<file path="config.mk">
export PLATFORM = sky130hd
export DESIGN_NAME = tcst_fifo
export DESIGN_NICKNAME = d
export VERILOG_FILES = /design/src/tcst_fifo.sv
export SDC_FILE = /design/constraint.sdc
export NUM_CORES = 1
export LEC_CHECK = 0
export ABC_AREA = 1
export BUFFER_PORTS_ARGS = -buffer_cell sky130_fd_sc_hd__buf_2
export CAP_MARGIN = 20
export CORE_MARGIN = 2
export CORE_UTILIZATION = 44
export DETAILED_ROUTE_END_ITERATION = 16
export PLACE_DENSITY = 0.68
export SYNTH_ARGS = -nofsm -noshare
export SYNTH_HDL_FRONTEND = slang
export SYNTH_SLANG_ARGS = --single-unit
</file>
<file path="constraint.sdc">
create_clock -name clk_i -period 1.5 [get_ports clk_i]
set_clock_uncertainty 0.15 [all_clocks]
set_input_delay 0.15 -clock clk_i [delete_from_list [all_inputs] [get_ports clk_i]]
set_output_delay 0.15 -clock clk_i [all_outputs]
set_load 0.01 [all_outputs]
</file>
<file path="src/tcst_fifo.sv">
`timescale 1ns / 1ps
`default_nettype none
module tcst_fifo #(
  parameter int unsigned W = 8,
  parameter int unsigned D = 2
) (
  input  wire logic         clk_i,
  input  wire logic         rst_ni,
  input  wire logic         push_i,
  input  wire logic [W-1:0] data_i,
  output logic              full_o,
  input  wire logic         pop_i,
  output logic              empty_o,
  output logic [W-1:0]      data_o
);

  localparam int unsigned PW = (D > 1) ? $clog2(D) : 1;
  localparam int unsigned CW = $clog2(D + 1);

  logic [W-1:0]  mem_q [D];
  logic [PW-1:0] wp_q, rp_q;
  logic [CW-1:0] cnt_q;
  logic          do_push, do_pop;

  assign full_o  = (cnt_q == CW'(D));
  assign empty_o = (cnt_q == '0);
  assign data_o  = mem_q[rp_q];
  assign do_push = push_i && !full_o;
  assign do_pop  = pop_i && !empty_o;

  always_ff @(posedge clk_i) begin
    if (do_push) begin
      mem_q[wp_q] <= data_i;
    end
  end

  always_ff @(posedge clk_i or negedge rst_ni) begin
    if (!rst_ni) begin
      wp_q  <= '0;
      rp_q  <= '0;
      cnt_q <= '0;
    end else begin
      if (do_push) begin
        wp_q <= (wp_q == PW'(D - 1)) ? '0 : wp_q + 1'b1;
      end
      if (do_pop) begin
        rp_q <= (rp_q == PW'(D - 1)) ? '0 : rp_q + 1'b1;
      end
      if (do_push && !do_pop) begin
        cnt_q <= cnt_q + 1'b1;
      end else if (do_pop && !do_push) begin
        cnt_q <= cnt_q - 1'b1;
      end
    end
  end

endmodule
`default_nettype wire

</file>
==> impl.org <==
** Status
- The flow ran to the end, and the final reports show no timing, DRC or antenna violations.

** Synthesis
- During synthesis, Yosys emitted a total of 0 warnings.
- In this run the mean area of a mapped cell was 11.09 um^2.
- After technology mapping, the gate count stands at 73.
- The synthesized design contains 20 register bits.
- The synthesized design spends more area on one cell type than any other, namely edfxtp_1.
- Ranked by total cell area, the synthesized netlist is headed by edfxtp_1 (59%), nand2_1 (15%), dfrtp_1 (12%), inv_1 (3.2%), ha_1 (1.5%).
- Summing the areas of all fa, ha and maj instances in the mapped netlist gives 1.546% of the synthesized area.
- The synthesized netlist devotes 1.082% of its cell area to XOR and XNOR gates.
- Area fraction in compound gates after synthesis :: 1.236%
- In this run, distinct cell masters in the synthesized netlist total 14.
- Of the total synthesized cell area, the portion taken by AND, OR, NAND and NOR gates is 20.09%.
- Cell area after technology mapping :: 809.5 um^2
- Post-synthesis mux area share :: 0%
- Counting every net in the synthesized netlist gives 86.
- The share of the Yosys chip area taken by registers is 71.72%.
- The share of synthesized area in the top cell type comes to 59.35%.
- Largest family of logic cells by synthesized area :: simple AND/OR/NAND/NOR gates

** Floorplan
- Number of ports placed on the die boundary :: 22
- In this run the standard cell core region covers between 1500 and 2000 um^2.
- Horizontal extent of the die :: 46.90 um
- The die is roughly 47 um tall.
- Placement Rows :: 15
- Die Area :: 2199 um^2
- Once the floorplan was initialized, standard cells occupied 46.88% of the core.

** Pwr
- Portion of total power attributed to combinational logic :: between 40 and 50%
- For this design the ratio of total power to cell area is 1906 nW/um^2.
- VDD IR max :: 1507 uV
- For this design the total switching power over the nets is 0.8095 mW.
- Cell internal power was estimated by the tool at 1.523 mW.
- Registers are responsible for between 30% and 40% of the overall power.
- In this run, the clock network consumes a little under a fifth of the power.
- The analysis attributes to cell leakage a power of 0.5623 nW.
- Overall power consumption after layout is estimated at 2.332 mW.
- Net switching is a little over a third of the power.

** STA
- Fmax :: 675.2 MHz
- Setup violations remaining at the end of the flow were counted as 0.
- RSZ-0062 raised after global routing :: yes
- Final cycle utilization of the critical path :: 98.74%
- Count of endpoints failing hold in the final timing report :: 0
- Actual slew at the worst max-slew pin :: roughly 0.43 ns
- Once routing completed, OpenROAD measured the worst setup slack at ~0.019 ns.
- Normalized max-slew margin :: a little under three quarters
- Pins over their slew limit :: 0
- Time the final worst path needs with I/O delays and setup :: 1.481 ns

** Job
- Count of max-cap constraint violations :: 0

** Final layout
- Once layout is complete, the utilization of the core stands at a little under three quarters.
- Compared with the post-synthesis result, the final layout area differs by 51.16%.
- The repair_antennas step left the layout with diodes totalling 0.
- Cell Count, Final, Fillers Out :: 141
- Leaving out fill and tap cells, the most frequent cell in the layout is nand2_1.
- Counting the fill cells in the layout gives around 130.
- Fraction of layout cells with a size suffix above 1 :: 39.66%
- Final net count :: between 100 and 150
- Commonest cells after routing, fill and taps aside :: nand2_1 (33), buf_2 (21), edfxtp_1 (16)
- Final instance area :: between 1000 and 1500 um^2
- The sequential cells in the finished layout cover a total of 581.8 um^2.
- In the final layout, the multi-input gates occupy roughly 240 um^2.

** Critical path
- CP required :: 1.54 ns
- STA classifies the critical path endpoint as a flop.
- The endpoint identified for the worst register-to-register timing path is cnt_q[1]$_DFFE_PN0P_.
- The worst setup path is launched from a flop.
- Arrival time reported for the critical path endpoint :: 1.52 ns
- Setup Crit Path Kind :: flop to flop
- In this run the register-to-register setup slack is around 0.019 ns.
- In this run the critical register-to-register path is launched from cnt_q[0]$_DFFE_PN0P_.
- The worst register-to-register path has a depth of 7.
- Of all nets on the critical path, the largest fanout is 4.

** Placement
- Placed cell area :: 978.4 um^2
- Global placer's final weighted congestion :: ~0.79
- Count of placed standard cells including taps :: 123
- DPL Wire Length :: 1003 um
- Number of buffer cells added on primary ports :: 21
- Before CTS, the worst setup slack after placement is -0.1378 ns.

** Global route
- For met1 alone, demand over resource in global routing was 16.29%.
- Global routing consumed, on the met3 layer, 2.308% of the routing resources.
- Entering global routing, the biggest net connects 13 pins.
- Across every metal layer, demand over resource in global routing totals 15.76%.
- Summed over all layers, the global routing overflow is 0.
- Via count of the first global-routing pass :: 590
- In this run the most used layer during global routing was met2.
- First-pass GRT wire length :: 2277 um
- The initial antenna violation count was 0.
- Global routing used 30.14% of the available met2 tracks.

** Routing
- Routed wire length :: 1628 um
- Remaining antenna violation count :: 0
- In the routed design, unresolved DRC markers number 0.
- The first routing iteration left 21 violations.
- After detailed routing, the average wire length per cell comes to 11.55 um.
- Before antenna repair, the detailed router went through 4 iterations.
- Across all layers, the routed design uses 644 vias.
- In the routed layout, each cell is associated on average with a via count of 4.567.

** Worst hold path
- Path class of the lowest-slack min-delay path :: input pin to asynchronous set/reset pin

** CTS
- The clock net in this run drives a total of 20 sinks.
- TritonCTS buffer count :: 3
- TritonCTS built the clock tree.
- In this run the number of H-tree levels came out at 1.
- The clock passes through at most 2 buffers.
- For the worst-skew pair, the clock arrives at the later sink with an insertion delay of 0.29 ns.
- Clock-pin slew on the worst setup and hold paths :: 0.10 ns
- Clock tree root driver cell :: clkbuf_4
## flip-flops by register name, indices dropped and copies added (netlist names)
name   cells
wp_q       1
rp_q       1
cnt_q      2
mem_q     16
## synth_stat cells
cell      instances
inv_2             1
edfxtp_1         16
o21ai_0           2
nand2_1          33
dfrtp_1           4
nand3b_1          1
nor2_1            2
nand4_1           1
ha_1              1
buf_2             1
nor2_2            2
nand3_1           1
xnor2_1           1
inv_1             7
## worst max-delay path, cell delays in order (launching register included)
cell and delay [ns]:
dfrtp_1 0.44, buf_4 0.17, o21ai_4 0.15, ha_4 0.22
inv_2 0.06, nand3_2 0.07, nand2_1 0.06, nand2_1 0.05
## worst max-delay path by stage
stage / from / to / slack (ns) / cells past startpoint
after floorplan: cnt_q[1]$_DFFE_PN0P_ / mem_q[1][0]$_DFFE_PP_ / 0.03 / 3
after global placement: cnt_q[1]$_DFFE_PN0P_ / cnt_q[1]$_DFFE_PN0P_ / -0.08 / 7
after detailed placement: cnt_q[1]$_DFFE_PN0P_ / mem_q[1][6]$_DFFE_PP_ / -0.14 / 3
after CTS: cnt_q[1]$_DFFE_PN0P_ / cnt_q[1]$_DFFE_PN0P_ / -0.07 / 7
after global routing: cnt_q[0]$_DFFE_PN0P_ / cnt_q[1]$_DFFE_PN0P_ / -0.06 / 8
final: cnt_q[0]$_DFFE_PN0P_ / cnt_q[1]$_DFFE_PN0P_ / 0.02 / 7
## area by class of cell
| cell class | count | area share (%) |
|---|---|---|
| Inverter | 8 | 2.863 |
| Timing Repair Buffer | 40 | 22.90 |
| Multi-Input combinational cell | 44 | 19.84 |
| Clock inverter | 1 | 2.454 |
| Clock buffer | 3 | 1.840 |
| Sequential cell | 20 | 47.55 |
| Tap cell | 25 | 2.556 |
## layer usage
| metal | vias to the layer above | wire [um] |
|---|---|---|
| li1 | 323 | - |
| met1 | 299 | 643 |
| met2 | 20 | 923 |
| met3 | 2 | 46 |
| met4 | 0 | 14 |
| met5 | - | 0 |
## through the flow
step | hold slack, ns | TNS (ns)
2_1_floorplan | -0.2956 | 0
3_3_place_gp | -0.1912 | -0.4792
3_5_place_dp | -0.1913 | -1.483
4_1_cts | 0.02137 | -0.06575
5_1_grt | 0.03111 | -0.09275
6_report | 0.02686 | 0
## power by group through the flow
| stage | Combinational (mW) | Clock (mW) | Sequential [mW] |
|---|---|---|---|
| final | 1.06 | 0.428 | 0.847 |
| after detailed placement | 0.795 | 0 | 0.857 |
| after global placement | 0.777 | 0 | 0.848 |
| after floorplan | 0.470 | 0 | 0.837 |
| after CTS | 0.849 | 0.430 | 0.852 |
| after global routing | 1.17 | 0.457 | 0.859 |
## repair_timing
item | CTS | global route
pin swaps | 0 | 4
setup endpoints to repair | 19 | 24
hold buffers | 10 | 0
gates resized for setup | 6 | 12
endpoints found under the hold margin | 21 | 0
buffers inserted | 0 | 4
## logic make-up after synthesis
group,Yosys count
xor gates and xnor gates,1
and+or+nand+nor,40
DFF,20
adders and majority gates,1
buffers and inverters,9
AOI/OAI and AO/OA,2
(Power assumes the default switching activity.)
