`src/tcst_pkg.sv`:
```
`timescale 1ns / 1ps
`default_nettype none
package tcst_pkg;

  localparam int unsigned MAX_RESULTS = 16;
  localparam int unsigned NRES_W      = $clog2(MAX_RESULTS + 1);

  typedef enum logic [1:0] {
    ACT_SET   = 2'd0,
    ACT_ALIVE = 2'd1,
    ACT_END   = 2'd2,
    ACT_FRAME = 2'd3
  } action_e;

  typedef enum logic [1:0] {
    EV_ADDED   = 2'd0,
    EV_UPDATED = 2'd1,
    EV_REMOVED = 2'd2
  } event_e;

  typedef enum logic [3:0] {
    S_IDLE,
    S_SET_SCAN,
    S_SET_UPD,
    S_NEAR,
    S_FREE_DEL,
    S_ADD,
    S_AL_ADD,
    S_AL_SCAN,
    S_AL_CMP,
    S_END_NEXT,
    S_END_FIND,
    S_END_REM,
    S_HI_SCAN,
    S_PRUNE,
    S_END_DONE
  } state_e;

  typedef struct packed {
    action_e     action;
    logic [31:0] sid;
    logic [15:0] x;
    logic [15:0] y;
    logic [15:0] sx;
    logic [15:0] sy;
    logic [15:0] ac;
  } cmd_t;

  typedef struct packed {
    event_e      ev;
    logic [31:0] sess;
    logic [3:0]  fin;
    logic [15:0] x;
    logic [15:0] y;
    logic [15:0] sx;
    logic [15:0] sy;
    logic [15:0] ac;
    logic        last;
  } res_t;

endpackage
`default_nettype wire

```
`src/tcst_front.sv`:
```
`timescale 1ns / 1ps
`default_nettype none
module tcst_front
  import tcst_pkg::*;
(
  input  wire logic               clk_i,
  input  wire logic               rst_ni,
  input  wire logic               push_i,
  input  wire logic [1:0]         action_i,
  input  wire logic [31:0]        session_id_i,
  input  wire logic signed [31:0] frame_number_i,
  input  wire logic [15:0]        pos_x_i,
  input  wire logic [15:0]        pos_y_i,
  input  wire logic signed [15:0] speed_x_i,
  input  wire logic signed [15:0] speed_y_i,
  input  wire logic signed [15:0] accel_i,
  input  wire logic               cmd_full_i,
  output logic                    cmd_push_o,
  output cmd_t                    cmd_o
);

  logic signed [31:0] cur_frame_q, cur_frame_d;
  logic signed [31:0] prev_frame_q, prev_frame_d;
  logic               accept, stale;

  assign accept = push_i && !cmd_full_i;
  // Drop set, alive and end requests while the current frame runs behind
  assign stale  = (cur_frame_q < prev_frame_q) && (cur_frame_q > 0);

  always_comb begin
    cur_frame_d  = cur_frame_q;
    prev_frame_d = prev_frame_q;
    cmd_push_o   = 1'b0;
    cmd_o.action = action_e'(action_i);
    cmd_o.sid    = session_id_i;
    cmd_o.x      = pos_x_i;
    cmd_o.y      = pos_y_i;
    cmd_o.sx     = speed_x_i;
    cmd_o.sy     = speed_y_i;
    cmd_o.ac     = accel_i;
    if (accept) begin
      if (action_e'(action_i) == ACT_FRAME) begin
        if (cur_frame_q > 0) begin
          prev_frame_d = cur_frame_q;
        end
        cur_frame_d = frame_number_i;
      end else if (!stale) begin
        cmd_push_o = 1'b1;
      end
    end
  end

  always_ff @(posedge clk_i or negedge rst_ni) begin
    if (!rst_ni) begin
      cur_frame_q  <= -32'sd1;
      prev_frame_q <= -32'sd1;
    end else begin
      cur_frame_q  <= cur_frame_d;
      prev_frame_q <= prev_frame_d;
    end
  end

endmodule
`default_nettype wire

```
`config.mk`:
```
export PLATFORM = sky130hd
export DESIGN_NAME = tcst_front
export DESIGN_NICKNAME = d
export VERILOG_FILES = /design/src/tcst_pkg.sv /design/src/tcst_front.sv
export SDC_FILE = /design/constraint.sdc
export NUM_CORES = 1
export LEC_CHECK = 0
export BUFFER_PORTS_ARGS = -buffer_cell sky130_fd_sc_hd__buf_4
export CAP_MARGIN = 0
export CORE_MARGIN = 2
export CORE_UTILIZATION = 39
export CTS_CLUSTER_DIAMETER = 200
export DETAILED_ROUTE_END_ITERATION = 10
export MAX_ROUTING_LAYER = met4
export PLACE_DENSITY = 0.7
export SYNTH_ARGS = -nofsm -noshare
export SYNTH_HDL_FRONTEND = slang
export SYNTH_SLANG_ARGS = --single-unit
```
`constraint.sdc`:
```
create_clock -name clk_i -period 4.25 [get_ports clk_i]
set_input_delay 0.2125 -clock clk_i [delete_from_list [all_inputs] [get_ports clk_i]]
set_output_delay 0.2125 -clock clk_i [all_outputs]
set_load 0.01 [all_outputs]
```
==> results by group, run 1 <==
Synthesis
  • Mapped Area: 4360 um2
  • Yosys top cell area share: 38.6%
  • Synth Register Bits: 64
  • Yosys cell types: 33
  • Most frequent cell after synthesis: buf_4
  • Post-synth ARST share: 100%
  • Syn Nets: 627
  • Post-synth EDFFs: 0
  • Synth Flop Type: dfstp_2
  • Top post-synthesis cells by count: buf_4 (114), nand2_1 (107), dfstp_2 (64)
  • Post-Syn Instances: around 450
  • Yosys warnings: 0
  • Register area share after synthesis: between 30 and 40%
  • Synth area leaders: dfstp_2 (39%), buf_4 (20%), mux2_4 (10%)
  • Dominant cell type by area after synthesis: dfstp_2
  • Syn_area_per_cell: a little under 10 um2

Worst setup path
  • Critical Path RT: just over 4 ns
  • CP Class: flop to output pin
  • Worst Reg-to-Reg Cells: 5
  • Worst reg2reg startpoint: cur_frame_q[19]
  • FF-to-FF setup slack: 1.88 ns
  • Setup crit start kind: flop
  • FF-to-FF End: prev_frame_q[0]
  • Worst Setup SP: prev_frame_q[23]
  • Crit end category: output pin
  • Critical Path Max Stage Delay: 0.54 ns
  • Worst Path Arrival: 2.74 ns
  • CP max-delay cell: dfstp_2
  • Crit Path Max Fanout: 3
  • Crit-path cells: inv_1, ha_1, a21oi_1, o21ai_0, a221o_1, a211o_1, a2111oi_0, nor3_1, buf_4

Drt
  • DR vias: ~2.6k
  • DR WL/cell: about 17 um
  • WL final: 9030 um
  • Drt via density: 4.91
  • Antenna-violating nets left: 0
  • Number of detailed-route iterations in the first pass: 7
  • Drt first-iter violations: 123
  • DRC: 0

Timing
  • Setup TNS: 0 ns
  • Worst slew pin tran: about 0.79 ns
  • Max_slew headroom: 47.4%
  • Pins over their slew limit: 0
  • Period utilization: 69.5%
  • Setup Skew: 0.00338 ns
  • FMAX: 0.339 GHz
  • Final min period: 2.95 ns
  • Final setup fails: 0
  • Worst Slack Setup Final: roughly 1.3 ns
  • Final Hold Vio Count: 0
  • RSZ-0062 raised after global routing: false

Power and ir drop
  • Combinational share of power: 28.4%
  • Pwr dens: 541 nW/um2
  • Flop pwr share: 45.6%
  • Internal: 1.57 mW
  • Clock Power Share: a little over a quarter
  • Tot Pwr: 2.23 mW
  • Switching share of power: 29.5%
  • IR drop worst, VDD: between 0.2 and 0.25 mV
  • Pleak: ~2 nW
  • Sw Pwr: 0.657 mW

Clocking
  • Post-CTS setup buffers: 0
  • Post-cts resize count: 0
  • CTS Buf Count: 9
  • Max clock buf depth: 2
  • Clock transition at path regs: 0.07 ns
  • # hold bufs at CTS: 0
  • TritonCTS clock tree: yes
  • Worst skew pair latency: 0.34 ns
  • H-tree levels: 3
  • Root buf cell: clkbuf_8
  • Clock Sinks: 64

GRT
  • Antenna violations before repair: 0
  • All-Layer GR Usage: 16.4%
  • Global-route wire length before repair: 14100 um
  • Largest net degree at the start of global routing: 65
  • Vias in the first global route: ~2.7k
  • Gr ovfl total: 0

Placement
  • RD Place Congestion: 0.836
  • Post-DP HPWL: around 6700 um
  • Port Buf Inserts: 40
  • Pre-CTS setup slack: 1.76 ns

Floorplan
  • Die Footprint: 12000 um2
  • Row cnt: 38
  • Core area: 10900 um2
  • Initial core utilization: 40.0%
  • Die width: 110 um
  • # IOs: 265
  • Chip Height: 110 um

Worst hold path
  • Startpoint of the worst hold path: frame_number_i[10]
  • Hold EP: cur_frame_q[10]
  • Hold depth: 3
  • Hold Crit Class: input port to flop

Cells and area
  • Register area: around 1700 um2
  • ANT cells: 0
  • Fraction of layout cells with a size suffix above 1: 40.8%
  • Number of nets in the layout: approximately 560
  • Fillers: 1050
  • Utilization after layout: between 30% and 40%
  • Multi-input gate area: 1620 um2
  • Area Growth Syn to Fin: -5.40%

Status
  • Status: finished, final reports clean

Job
  • Max_cap viols: 0
-- power groups by stage --
stage / Clock, mW / Combinational (mW) / Sequential [mW]
after floorplan: 0 / 0.606 / 0.977
after global placement: 0 / 0.605 / 1.01
after detailed placement: 0 / 0.631 / 1.02
after CTS: 0.600 / 0.636 / 1.02
after global routing: 0.630 / 0.731 / 1.05
final: 0.579 / 0.633 / 1.02
-- cell families (layout without fill, tap and decap cells) --
logic type / after synthesis / in the layout / synth area share [%]
flip-flops: 64 / 64 / 38.6
buffers and inverters: 155 / 89 / 24.3
AND/OR/NAND/NOR: 138 / 138 / 13.7
adder cells (fa/ha/maj): 31 / 31 / 8.90
multiplexers: 31 / 31 / 10.6
AO/OA/AOI/OAI: 27 / 27 / 3.96
-- critical path, delay by kind of cell, from the launching register on --
family | cells | cell delay, ns
buffers and inverters | 2 | 0.22
and+or+nand+nor | 1 | 0.14
AOI/OAI and AO/OA | 5 | 1.20
DFF | 1 | 0.54
adders and majority gates | 1 | 0.30
-- through the flow --
stage                     instances  hold slack [ns]  area (um2)
after detailed placement        504            0.406        3900
final                           520           0.0570        4120
after CTS                       520           0.0345        4120
after floorplan                 446           0.0647        4360
after global routing            520           0.0388        4120
after global placement          504            0.405        3900
-- area by class of cell --
type / instances / area share (%)
inverter: 32 / 2.91
multi-input combinational: 227 / 39.2
timing repair buffer: 41 / 7.47
clock buffer: 10 / 3.34
sequential: 64 / 40.8
tap: 140 / 4.25
clock inverter: 6 / 2.00
-- metal layers --
metal	track usage (%)	wire, um	vias up
met2	25.9	4410	130
met3	10.8	1220	30
met5	-	0	-
met4	7.23	238	0
met1	15.6	3170	1203
li1	-	-	1191
-- worst max-delay path by stage --
| stage | endpoint | slack (ns) | depth (start not counted) |
|---|---|---|---|
| 6_report | cmd_push_o | 1.30 | 9 |
| 5_1_grt | cmd_push_o | 1.07 | 9 |
| 4_1_cts | cmd_push_o | 1.38 | 9 |
| 3_5_place_dp | cmd_push_o | 1.76 | 9 |
| 3_3_place_gp | cmd_push_o | 1.82 | 8 |
| 2_1_floorplan | cmd_push_o | 2.02 | 7 |
-- cells in the final DEF, fill, tap and decap left out, drive strengths merged --
cell      count
nor2b         1
and4          2
inv          32
clkinv        3
o21ai         4
a2111oi       2
dfstp        64
nand4         5
o31ai         1
nor2          6
nand2       108
a41oi         1
nor4          7
o21a          1
a21o          1
a211oi        1
bufinv        2
buf          41
a21oi        14
or4           2
a221o         1
nand3         3
clkinvlp      1
a211o         1
and3b         1
mux2         31
nand2b        1
clkbuf       10
nor3          2
ha           31
-- registers in the layout (all words and copies together) (netlist names) --
name	count
cur_frame_q	32
prev_frame_q	32
Note: power is estimated with default switching activity, not from simulation.
==> run 2: changes to the inputs <==
--- a/config.mk
+++ b/config.mk
@@ -12,7 +12,7 @@
 export CTS_CLUSTER_DIAMETER = 200
 export DETAILED_ROUTE_END_ITERATION = 10
 export MAX_ROUTING_LAYER = met4
-export PLACE_DENSITY = 0.7
+export PLACE_DENSITY = 0.72
 export SYNTH_ARGS = -nofsm -noshare
 export SYNTH_HDL_FRONTEND = slang
 export SYNTH_SLANG_ARGS = --single-unit
==> constraint.sdc (replaced) <==
create_clock -name clk_i -period 2.6 [get_ports clk_i]
set_input_delay 0.13 -clock clk_i [delete_from_list [all_inputs] [get_ports clk_i]]
set_output_delay 0.13 -clock clk_i [all_outputs]
set_load 0.01 [all_outputs]
==> run 2 against run 1 <==
- the run now ends with setup timing left
- routed wire length up 3.4%
- worst hold slack got worse by 0.042 ns
- global-route usage increased by 0.38 points
- utilization up 4.8 points
- final cell count grew 7.9%
- critical endpoint unchanged
- highest routed layer unchanged
==> results by group, run 2 (synthesis gave the netlist of run 1 again) <==
Floorplan
  • Row cnt: 38 (unchanged)
  • Core area: 10900 um2 (unchanged)
  • Die Footprint: 12000 um2 (unchanged)
  • Chip Height: 110 um (unchanged)
  • Initial core utilization: 40.0% (unchanged)
  • # IOs: 265 (unchanged)
  • Die width: 110 um (unchanged)

Worst setup path
  • CP Class: flop to output pin
  • FF-to-FF End: prev_frame_q[6]
  • Crit Path Max Fanout: 3 (unchanged)
  • Setup crit start kind: flop
  • CP max-delay cell: dfstp_2
  • Worst Path Arrival: 2.54 ns (-0.20 ns)
  • Critical Path RT: 2.47 ns (-1.57 ns)
  • Worst Setup SP: prev_frame_q[23]
  • Crit-path cells: inv_1, ha_4, a21oi_2, o21ai_2, a221o_1, a211o_1, and3b_1, nor3_2, buf_4
  • FF-to-FF setup slack: 0.35 ns (-1.53 ns)
  • Worst Reg-to-Reg Cells: 6 (+1)
  • Worst reg2reg startpoint: cur_frame_q[19]
  • Critical Path Max Stage Delay: 0.54 ns (about the same)
  • Crit end category: output pin

Worst hold path
  • Hold EP: cur_frame_q[21]
  • Hold Crit Class: input port to flop
  • Startpoint of the worst hold path: frame_number_i[21]
  • Hold depth: 3 (unchanged)

GRT
  • Vias in the first global route: 2916 (+9.9%)
  • Global-route wire length before repair: 14700 um (+3.8%)
  • Met2 usage: 27.6% (+1.7 points)
  • Antenna violations before repair: 0 (unchanged)
  • Met3 GRT Util: 8.42% (-2.4 points)
  • Busiest grt layer: met2
  • All-Layer GR Usage: 16.8% (+0.38 points)
  • Met1 Use GR: 16.7% (+1.1 points)
  • Gr ovfl total: 0 (unchanged)
  • Largest net degree at the start of global routing: 65 (unchanged)

Drt
  • Drt via density: 4.88 (-0.74%)
  • DRC: 0 (unchanged)
  • DR vias: 2735 (+7.1%)
  • Antenna-violating nets left: 0 (unchanged)
  • Drt first-iter violations: 91 (-26%)
  • DR WL/cell: 16.6 um (-4.2%)
  • Number of detailed-route iterations in the first pass: 4 (-3)
  • WL final: 9340 um (+3.4%)

Clocking
  • Clock Sinks: 64 (unchanged)
  • Clock transition at path regs: 0.06 ns (about the same)
  • TritonCTS clock tree: yes
  • Max clock buf depth: 2 (unchanged)
  • Worst skew pair latency: 0.35 ns (about the same)
  • CTS Buf Count: 9 (unchanged)
  • Root buf cell: clkbuf_8
  • H-tree levels: 3 (unchanged)

Placement
  • Port Buf Inserts: 40 (unchanged)
  • RD Place Congestion: 0.823 (-1.6%)
  • Cells after DPL: 507 (+0.60%)
  • Post-DP HPWL: 6730 um (+0.28%)
  • Dpl cell area: 3940 um2 (+0.90%)

Timing
  • Setup TNS: -0.0674 ns (-0.0674 ns)
  • Setup Skew: 0.00856 ns (+0.00518 ns)
  • Final min period: approximately 2.7 ns
  • Worst slew pin tran: 0.767 ns (-0.0222 ns)
  • FMAX: 0.375 GHz
  • Max_slew headroom: 48.9% (+1.5 points)
  • Final Hold Vio Count: 0 (unchanged)
  • Worst Slack Setup Final: -0.0674 ns (-1.36 ns)
  • Period utilization: 103%
  • Final setup fails: 1 (+1)
  • Pins over their slew limit: 0 (unchanged)
  • RSZ-0062 raised after global routing: true

Status
  • Failing checks: setup timing
  • Status: finished, violations left

Cells and area
  • Number of nets in the layout: 598 (+7.6%)
  • Top Registers: cur_frame_q: 32 flops, prev_frame_q: 32 flops
  • Final Instance Count excl. Fillers: 561 (+7.9%)
  • Most frequent cells in the layout: nand2_1 (107), dfstp_2 (64), buf_4 (51), dlygate4sd3_1 (31), mux2_4 (30)
  • Fraction of layout cells with a size suffix above 1: 44.7% (+3.9 points)
  • Final instance area: 4650 um2 (+13%)
  • Area Growth Syn to Fin: 6.69%
  • Most common cell after layout, fill and taps aside: nand2_1
  • ANT cells: 0 (unchanged)

Power and ir drop
  • Pleak: 2.18 nW (+9.0%)
  • Tot Pwr: 3.79 mW (+70%)
  • Pwr dens: 815 nW/um2 (+51%)
  • IR drop worst, VDD: 0.324 mV (+31%)

Job
  • Max_cap viols: 0 (unchanged)
-- run 2: how the worst max path moves through the flow --
stage | to | slack [ns] | cells past startpoint
2_1_floorplan | cmd_push_o | 0.45 | 7
3_3_place_gp | cmd_push_o | 0.25 | 8
3_5_place_dp | cmd_push_o | 0.13 | 8
4_1_cts | cmd_push_o | -0.06 | 9
5_1_grt | cmd_push_o | -0.15 | 9
6_report | cmd_push_o | -0.07 | 9
-- run 2: timing repair --
item	in CTS	in global routing
hold endpoints to repair	31	0
hold buffers	31	0
setup endpoints to repair	1	1
setup buffers	4	4
resized for setup	20	6
pin swaps	10	10
-- run 2: per-layer routing --
| layer | part of all wire, % | up-vias |
|---|---|---|
| met5 | 0 | - |
| met4 | 3.9 | 0 |
| met3 | 9.8 | 47 |
| met2 | 50 | 120 |
| met1 | 37 | 1299 |
| li1 | - | 1269 |
-- run 2: area by class of cell --
class | instances | area [um2]
clock buffers | 11 | 141
clock inverters | 4 | 45.0
fillers | 1019 | 6240
inverters | 32 | 120
multi-input cells | 227 | 1770
flip-flops and latches | 64 | 1680
well taps | 140 | 175
repair buffers | 83 | 713
-- run 2: where the power goes --
part           switching [mW]  total, mW  internal (mW)  leakage [nW]
clock                   0.367      0.825          0.459        0.0989
combinational           0.561       1.28          0.719          1.41
sequential              0.233       1.69           1.45         0.669
-- run 2: metrics by stage --
stage	hold WS, ns	utilization, %	worst slack [ns]
2_1_floorplan	-0.0178	-	0.451
3_3_place_gp	0.260	36.2	0.247
3_5_place_dp	0.260	36.2	0.127
4_1_cts	0.00282	42.4	-0.0555
5_1_grt	0.0143	42.7	-0.149
6_report	0.0149	42.7	-0.0674
-- run 2: critical path, delay by kind of cell, from the launching register on --
kind / cells / cell delay (ns)
AND/OR/NAND/NOR: 2 / 0.43
adder cells (fa/ha/maj): 1 / 0.22
buffers and inverters: 2 / 0.22
AO/OA/AOI/OAI: 4 / 0.79
flip-flops: 1 / 0.54
